<file path="src/rtl/core/nau_pkg.sv">
package nau_pkg;

  localparam int DATA_WIDTH  = 16;
  localparam int FRAC_BITS   = 12;
  localparam int TABLE_DEPTH = 256;
  localparam int TQ          = 30;

  localparam int TD_LOG  = $clog2(TABLE_DEPTH);
  localparam int IDX_W   = TD_LOG + 1;
  localparam int U_W     = DATA_WIDTH + 1;
  localparam int POS_W   = U_W + TD_LOG - 4;
  localparam int Q_W     = TQ + 1;
  localparam int PROD1_W = Q_W + FRAC_BITS;
  localparam int PROD2_W = 2 * Q_W;
  localparam int PROD3_W = DATA_WIDTH + Q_W + 1;
  localparam int RW      = DATA_WIDTH + 2;
  localparam int LK_W    = DATA_WIDTH + FRAC_BITS + 1;
  localparam int FWD_W   = Q_W - (TQ - FRAC_BITS) + 1;
  localparam int MODE_W  = 3;

  localparam int LEAKY_SLOPE = ((1 << FRAC_BITS) + 5) / 10;

  localparam logic [U_W:0]   U_LIMIT = (U_W + 1)'(64'd16 << FRAC_BITS);
  localparam logic [Q_W-1:0] Q_ONE   = Q_W'(64'd1 << TQ);

  typedef logic signed [DATA_WIDTH-1:0] data_t;

  typedef enum logic [MODE_W-1:0] {
    MODE_RELU     = 3'd0,
    MODE_SIGMOID  = 3'd1,
    MODE_IDENTITY = 3'd2,
    MODE_TANH     = 3'd3,
    MODE_LEAKY    = 3'd4
  } mode_t;

  typedef struct packed {
    logic              valid;
    logic              action;
    logic [MODE_W-1:0] mode;
    data_t             z;
    data_t             g;
  } ctx_t;

  typedef struct packed {
    ctx_t                  ctx;
    logic [Q_W-1:0]        s;
    logic signed [RW-1:0]  simple_res;
  } interp_t;

  typedef struct packed {
    logic                 valid;
    logic signed [RW-1:0] res;
  } res_t;

  typedef logic [TABLE_DEPTH:0][Q_W-1:0] rom_t;

  function automatic logic [63:0] udiv64(logic [63:0] num, logic [63:0] den);
    logic [63:0] q;
    logic [64:0] rem;
    q   = '0;
    rem = '0;
    for (int i = 63; i >= 0; i--) begin
      rem = {rem[63:0], num[i]};
      if (rem >= {1'b0, den}) begin
        rem  = rem - {1'b0, den};
        q[i] = 1'b1;
      end
    end
    return q;
  endfunction

  // Samples of sigmoid(16*k/TABLE_DEPTH) in unsigned Q0.30.
  function automatic rom_t build_rom();
    rom_t               rom;
    logic [63:0]        t;
    logic [63:0]        r;
    logic [63:0]        p;
    logic [63:0]        den;
    logic signed [63:0] sum;
    t   = 64'd1 << TQ;
    sum = signed'(t);
    for (int n = 1; n < 64; n++) begin
      if (t != 64'd0) begin
        t = udiv64(t << 4, 64'(TABLE_DEPTH) * 64'(n));
        if ((n & 1) != 0) begin
          sum = sum - signed'(t);
        end else begin
          sum = sum + signed'(t);
        end
      end
    end
    r = unsigned'(sum);
    p = 64'd1 << TQ;
    for (int k = 0; k <= TABLE_DEPTH; k++) begin
      den    = (64'd1 << TQ) + p;
      rom[k] = Q_W'(udiv64((64'd1 << (2 * TQ)) + (den >> 1), den));
      p      = (p * r + (64'd1 << (TQ - 1))) >> TQ;
    end
    return rom;
  endfunction

  localparam rom_t SIG_ROM = build_rom();

  function automatic logic signed [RW-1:0] ext_res(data_t v);
    return {{(RW - DATA_WIDTH){v[DATA_WIDTH-1]}}, v};
  endfunction

endpackage

</file>
<file path="src/rtl/core/nau_deriv.sv">
module nau_deriv import nau_pkg::*; (
  input  logic    clk,
  input  logic    rst,
  input  logic    advance,
  input  interp_t in_word,
  output res_t    out_word
);

  logic           is_tanh;
  logic           z_neg;
  logic [Q_W:0]   t2;
  logic [Q_W-1:0] t;
  logic [Q_W-1:0] one_minus;
  logic [Q_W-1:0] fmag;
  logic           fneg;
  logic [Q_W-1:0] ma;
  logic [Q_W-1:0] mb;

  ctx_t                 s5_ctx;
  logic signed [RW-1:0] s5_simple;
  logic [Q_W-1:0]       s5_fmag;
  logic                 s5_fneg;
  logic [Q_W-1:0]       s5_ma;
  logic [Q_W-1:0]       s5_mb;

  ctx_t                 s6_ctx;
  logic signed [RW-1:0] s6_simple;
  logic [FWD_W-1:0]     s6_fwd;
  logic                 s6_fneg;
  logic [PROD2_W-1:0]   s6_prod;
  logic [Q_W:0]         frnd;

  ctx_t                 s7_ctx;
  logic signed [RW-1:0] s7_simple;
  logic signed [RW-1:0] s7_fwd;
  logic [Q_W-1:0]       s7_r2;
  logic [PROD2_W:0]     rnd2;
  logic signed [RW-1:0] fwd_s;

  ctx_t                 s8_ctx;
  logic signed [RW-1:0] s8_simple;
  logic signed [RW-1:0] s8_fwd;
  logic [Q_W-1:0]       s8_d2;

  ctx_t                      s9_ctx;
  logic signed [RW-1:0]      s9_simple;
  logic signed [RW-1:0]      s9_fwd;
  logic signed [PROD3_W-1:0] s9_prod;

  logic signed [PROD3_W-1:0] rsum;
  logic signed [RW-1:0]      back_res;
  logic signed [RW-1:0]      sel_res;

  logic                 s10_valid;
  logic signed [RW-1:0] s10_res;

  // tanh(|x|) = 2*S(2|x|) - 1, where S is never below one half.
  always_comb begin
    is_tanh   = in_word.ctx.mode == MODE_TANH;
    z_neg     = in_word.ctx.z[DATA_WIDTH-1];
    t2        = {in_word.s, 1'b0} - {1'b0, Q_ONE};
    t         = t2[Q_W-1:0];
    one_minus = Q_ONE - in_word.s;
    if (is_tanh) begin
      fmag = t;
      fneg = z_neg;
      ma   = t;
      mb   = t;
    end else begin
      fmag = z_neg ? one_minus : in_word.s;
      fneg = 1'b0;
      ma   = in_word.s;
      mb   = one_minus;
    end
  end

  always_ff @(posedge clk) begin
    if (rst) begin
      s5_ctx.valid <= 1'b0;
    end else if (advance) begin
      s5_ctx    <= in_word.ctx;
      s5_simple <= in_word.simple_res;
      s5_fmag   <= fmag;
      s5_fneg   <= fneg;
      s5_ma     <= ma;
      s5_mb     <= mb;
    end
  end

  assign frnd = {1'b0, s5_fmag} + (Q_W + 1)'(64'd1 << (TQ - FRAC_BITS - 1));

  always_ff @(posedge clk) begin
    if (rst) begin
      s6_ctx.valid <= 1'b0;
    end else if (advance) begin
      s6_ctx    <= s5_ctx;
      s6_simple <= s5_simple;
      s6_fwd    <= FWD_W'(frnd >> (TQ - FRAC_BITS));
      s6_fneg   <= s5_fneg;
      s6_prod   <= PROD2_W'(s5_ma) * PROD2_W'(s5_mb);
    end
  end

  always_comb begin
    rnd2  = (PROD2_W + 1)'(s6_prod) + (PROD2_W + 1)'(64'd1 << (TQ - 1));
    fwd_s = signed'(RW'(s6_fwd));
  end

  always_ff @(posedge clk) begin
    if (rst) begin
      s7_ctx.valid <= 1'b0;
    end else if (advance) begin
      s7_ctx    <= s6_ctx;
      s7_simple <= s6_simple;
      s7_fwd    <= s6_fneg ? -fwd_s : fwd_s;
      s7_r2     <= Q_W'(rnd2 >> TQ);
    end
  end

  always_ff @(posedge clk) begin
    if (rst) begin
      s8_ctx.valid <= 1'b0;
    end else if (advance) begin
      s8_ctx    <= s7_ctx;
      s8_simple <= s7_simple;
      s8_fwd    <= s7_fwd;
      s8_d2     <= (s7_ctx.mode == MODE_TANH) ? (Q_ONE - s7_r2) : s7_r2;
    end
  end

  always_ff @(posedge clk) begin
    if (rst) begin
      s9_ctx.valid <= 1'b0;
    end else if (advance) begin
      s9_ctx    <= s8_ctx;
      s9_simple <= s8_simple;
      s9_fwd    <= s8_fwd;
      s9_prod   <= PROD3_W'($signed(s8_ctx.g)) * PROD3_W'($signed({1'b0, s8_d2}));
    end
  end

  // Adding one less than half for negative values rounds ties away from zero.
  always_comb begin
    rsum     = s9_prod + PROD3_W'(64'd1 << (TQ - 1)) - PROD3_W'(s9_prod[PROD3_W-1]);
    back_res = RW'(rsum >>> TQ);
    if ((s9_ctx.mode == MODE_SIGMOID) || (s9_ctx.mode == MODE_TANH)) begin
      sel_res = s9_ctx.action ? back_res : s9_fwd;
    end else begin
      sel_res = s9_simple;
    end
  end

  always_ff @(posedge clk) begin
    if (rst) begin
      s10_valid <= 1'b0;
    end else if (advance) begin
      s10_valid <= s9_ctx.valid;
      s10_res   <= sel_res;
    end
  end

  assign out_word = '{valid: s10_valid, res: s10_res};

endmodule

</file>
<file path="config.mk">
export PLATFORM = sky130hd
export DESIGN_NAME = nau_deriv
export DESIGN_NICKNAME = d
export VERILOG_FILES = /design/src/rtl/core/nau_pkg.sv /design/src/rtl/core/nau_deriv.sv
export SDC_FILE = /design/constraint.sdc
export NUM_CORES = 2
export LEC_CHECK = 0
export BUFFER_PORTS_ARGS = -buffer_cell sky130_fd_sc_hd__buf_2
export CORE_ASPECT_RATIO = 0.7
export CORE_UTILIZATION = 50
export DETAILED_ROUTE_END_ITERATION = 10
export GPL_TIMING_DRIVEN = 0
export PLACE_DENSITY = 0.68
export SLEW_MARGIN = 10
export SYNTH_ARGS = -nofsm -noshare
export SYNTH_HDL_FRONTEND = slang
export SYNTH_SLANG_ARGS = --single-unit
export TNS_END_PERCENT = 10
</file>
<file path="constraint.sdc">
create_clock -name clk -period 59.8 [get_ports clk]
set_input_delay 8.97 -clock clk [delete_from_list [all_inputs] [get_ports clk]]
set_output_delay 8.97 -clock clk [all_outputs]
set_load 0.005 [all_outputs]
</file>
## Word level (Yosys, flattened, before mapping)

Cells that the tools add are included.

| storage, ports and cells | value |
|---|---|
| input port bits | 89 |
| output and inout bits | 19 |
| flip-flop bits (word level) | 532 |
| word-level logic and storage cells | 65 |

| operators by class | value |
|---|---|
| multiplexer cells | 8 |
| equal/unequal tests | 4 |
| bitwise gates (word level) | 1 |
| multiply operators | 2 |
| add/sub/neg operators | 8 |
| reduce and logical (&&, ||, !) cells | 2 |

Operators by type and width:

| kind | count |
|---|---|
| $mux W31 | 5 |
| $sub A31 B31 Y31 const A | 2 |
| $add A61 B30 Y61 const B | 1 |
| $mul A31 B31 Y61 | 1 |
| $add A48 B30 Y48 const B | 1 |
| $mul A16 B32 Y48 | 1 |
| $sub A48 B1 Y48 | 1 |
| $mux W18 | 2 |
| $add A31 B18 Y32 const B | 1 |
| $sub A31 B31 Y31 const B | 1 |
| $neg A14 Y18 | 1 |
| $mux W14 | 1 |
| $eq A3 B2 Y1 const B | 3 |
| $eq A3 B1 Y1 const B | 1 |
| $reduce_and A2 Y1 | 1 |
| $logic_or A1 B1 Y1 | 1 |
| $not A1 Y1 | 1 |

## Longest topological paths before layout

| depth | value |
|---|---|
| depth in word-level cells | 4 |
| depth in mapped cells | 29 |
| mapped depth without buffers | 28 |

## Least setup slack after synthesis

No wires, ideal clock.

| path | value |
|---|---|
| kind | input-to-reg |
| start point | in advance |
| end point | reg s10_res[0], enable pin |
| cell stages on the path | 2 |
| library setup time | 1393 ps |
| data arrival time | 30192 ps |
| buffers on the path | 1 |
| path slack | 28215 ps |
| required time | 58407 ps |
| cell sequence | clkbuf_1 -> nor2b_1 |

| between the ends | value |
|---|---|
| cells in the longest elaborated chain, start to end | 1 |

RTL lines:

| element | RTL line | RTL |
|---|---|---|
| start: declaration | nau_deriv.sv:4 | `input logic advance,` |
| $reduce_and A2 Y1 (no source line) | n/a |  |
| end signal: assignment | nau_deriv.sv:158 | `s10_res <= sel_res;` |
| end: declaration | nau_deriv.sv:55 | `logic signed [RW-1:0] s10_res;` |

No other way between the ends.
A chain may end at the register's enable or synchronous reset.

## Worst setup path in the final report

| path | value |
|---|---|
| start point | in in_word[82] (netlist name) |
| end point | reg s5_fmag[26], data pin |

| between the ends | value |
|---|---|
| cells in the longest elaborated chain, start to end | 2 |

RTL lines:

| element | RTL line | RTL |
|---|---|---|
| start: declaration | nau_deriv.sv:5 | `input interp_t in_word,` |
| $eq A3 B2 Y1 | nau_deriv.sv:59 | `is_tanh = in_word.ctx.mode == MODE_TANH;` |
| $mux W31 | nau_deriv.sv:64 | `if (is_tanh) begin` |
| named net fmag[26] | nau_deriv.sv:14 | `logic [Q_W-1:0] fmag;` |
| end signal: assignment | nau_deriv.sv:83 | `s5_fmag <= fmag;` |
| end: declaration | nau_deriv.sv:21 | `logic [Q_W-1:0] s5_fmag;` |

The timed path passes the listed nets, and every way through them passes these cells.

==> flow_summary.ini <==
[placement]
io_buffers = 83
post-dp-hpwl_um = 183000
gp_congestion = 1.04

[sta]
fin_setup_tns_ps = 0
tightest_slew_ps = 1760
slew_violations = 13
min_period_over_period_pct = 21.1
hold_viol = 0
min_period_ps = 12600
maxSlewHeadroom_pct = -17.5
fmax_mhz = 79.4
clock_skew_ps = 56.9
rsz0062_at_grt = false
setup_viol = 0

[global_routing]
grt_overflow = 0
grt_pass1_wl_um = 325000
antenna_found_initial = 37
grt_use_total_pct = 33.5
grt_max_degree = 33
grt_pass1_vias = 48800

[synth]
syn_inst = 6652
async_reset_ff_share_pct = 0
yosys_most_used_dff = edfxtp_1
ys_ff_latch = 483
synth-edff-count = 477
avgSynthCellArea_um2 = 10.0
syn_area_mm2 = 0.0666
synth_nets = 8429
yosysUniqueCellTypes = 74
ys.warnings.count = 0
ys_seq_area_share_pct = 21.7

[run_status]
status = complete, but fails checks
violations = capacitance limit, slew limit

[cts]
post_cts_resized = 0
numCtsBuffers = 49
clockRootBuffer = clkbuf_16
clkTransAtPathRegs_ps = 70
post-cts-setup-buffers = 0
cts_hold_buf = 0
clk_latency_ps = 690
cts_buffer_depth = 3
cts_tree = done
cts_sinks = 483
h-tree-depth = 2

[worst_setup_path]
worstPathArrival_ps = 12820
end_kind = register
slowest_delay_ps = 1340
cp_common_cell = clkbuf_1
start_kind = input pin
crit_fanout = 12
critPathKind = in2reg
crit_chain = buf_2, nand2_1, or2_2, clkbuf_1, buf_1, clkbuf_1, nor2_1, a21oi_1
worst_ep_required_time_ps = 60020
regToRegSetupSlack_ps = 48890
cpMaxStageDelayCell = a21oi_1

[floorplan]
core_mm2 = 0.132
die_x_um = 438
initial_utilization_pct = 50.7
ios = 108
die_h_um = 307
std_cell_rows = 111
die_area_mm2 = 0.135

[hold_path]
hold_path_class = reg2reg

[final_layout]
fin_nets = 8588
area_growth_syn_to_layout_pct = 7.29
drive_above_1_share_pct = 3.28

[run]
maxCapViolCount = 1

[routing]
vias = 48900
wl_per_cell_um = 25.7
drt-vias-per-instance = 5.66
first_iter_violations = 5589
antenna_left = 0
firstDrtPassIters = 6
post-route-drc-count = 0
routed_wl_um = 222000
[area by class of cell]
type	instances	area (µm²)
Fill cell	11800	60000
Multi-Input combinational cell	4509	46000
Sequential cell	483	14400
Inverter	1328	4980
Tap cell	1751	2190
Buffer	332	1260
Clock buffer	56	1250
Timing Repair Buffer	108	842
Clock inverter	36	383
Antenna cell	45	113
[metal layers]
layer / part of all wire (%) / vias to the layer above / GRT usage, %
li1: - / 20800 / -
met5: 0.34 / - / 3.12
met1: 44 / 24800 / 50.3
met3: 15 / 406 / 14.5
met4: 3.2 / 32 / 9.16
met2: 38 / 2840 / 43.1
[synthesized netlist by cell type (8+ instances only)]
cell type | number | share of area, %
inv_1 | 1328 | 7.5
fa_1 | 1239 | 37
nand2_1 | 959 | 5.4
and2_1 | 678 | 6.4
edfxtp_1 | 477 | 21
ha_1 | 449 | 8.4
clkbuf_1 | 320 | 1.8
a21oi_1 | 170 | 1.3
xnor2_1 | 122 | 1.6
o21ai_0 | 118 | 0.89
nor2_1 | 112 | 0.63
a21o_1 | 95 | 1.1
xor2_1 | 64 | 0.84
nand3_1 | 59 | 0.44
nand2b_1 | 51 | 0.48
nor3_1 | 37 | 0.28
nand4_1 | 32 | 0.30
a31oi_1 | 31 | 0.29
and3_1 | 24 | 0.23
or3_1 | 23 | 0.22
nor2b_1 | 21 | 0.20
o211ai_1 | 19 | 0.21
o21bai_1 | 18 | 0.20
mux2i_1 | 17 | 0.26
o21a_1 | 16 | 0.18
o31ai_1 | 14 | 0.16
nor4_1 | 11 | 0.10
a311oi_1 | 9 | 0.12
a2111oi_0 | 8 | 0.11
a211oi_1 | 8 | 0.090
nor3b_1 | 8 | 0.090
[worst max-delay path: cells and delay by family]
kind                   cells  cell delay (ps)
AO/OA/AOI/OAI              1             1340
buffers and inverters      4             1690
AND/OR/NAND/NOR            3              790
[final timing paths]
check	to	depth (start not counted)	startpoint
setup / recovery	s5_fmag[26]	8	in_word[82]
hold / removal	s7_ctx[7]	0	s6_ctx[7]
setup reg to reg	s6_prod[59]	28	s5_ma[1]
hold reg to reg	s7_ctx[7]	0	s6_ctx[7]
[registers in the layout, indices dropped and copies added (netlist names), 20 cells and up]
register	flops
s9_prod	48
s6_ctx	21
s8_ctx	20
s7_ctx	21
s5_ma	31
s5_mb	30
s6_prod	32
s8_d2	31
s5_ctx	21
s7_r2	31
[cell usage in the layout (no fill, tap or decap), drive strengths merged, types with 6 or more instances in the layout]
| master | count |
|---|---|
| or2 | 7 |
| a311oi | 9 |
| a2111oi | 8 |
| xnor2 | 122 |
| a31oi | 31 |
| clkbuf | 376 |
| a21boi | 7 |
| o211ai | 19 |
| nand2b | 52 |
| o21bai | 18 |
| buf | 120 |
| a21o | 95 |
| xor2 | 64 |
| o31ai | 14 |
| ha | 449 |
| edfxtp | 477 |
| nor2 | 113 |
| fa | 1239 |
| nor4 | 13 |
| diode | 45 |
| nand3 | 59 |
| nor3b | 8 |
| nor2b | 21 |
| mux2i | 17 |
| a211oi | 8 |
| nor3 | 38 |
| a21oi | 170 |
| nand2 | 959 |
| o21ai | 122 |
| and2 | 678 |
| inv | 1331 |
| clkinv | 24 |
| o21a | 16 |
| o22ai | 6 |
| nand4 | 33 |
| dfxtp | 6 |
| and3 | 24 |
| or3 | 25 |
[logic make-up (layout without fill, tap and decap cells)]
group	Yosys count	in the layout	synth area share, %
buffers and inverters	1660	1860	9.36
AO/OA/AOI/OAI	569	569	5.38
AND/OR/NAND/NOR	2047	2047	15.2
XOR/XNOR	186	186	2.44
other	0	45	0
multiplexers	19	19	0.289
adder cells (fa/ha/maj)	1688	1688	45.7
flip-flops	483	483	21.7
[stage by stage]
stage	setup WS, ps	util [%]	cells	instance area [µm²]	hold slack (ps)
after detailed placement	47180	53.0	8510	69700	405
after floorplan	28220	-	6652	66600	400
after CTS	47890	54.2	8602	71300	412
after global routing	47230	54.3	8628	71400	420
final	47200	54.4	8648	71500	411
after global placement	19540	52.6	8486	69200	400
Power is not shown: default switching activity piles up to over one toggle a cycle in this logic, so the estimate is an artifact.
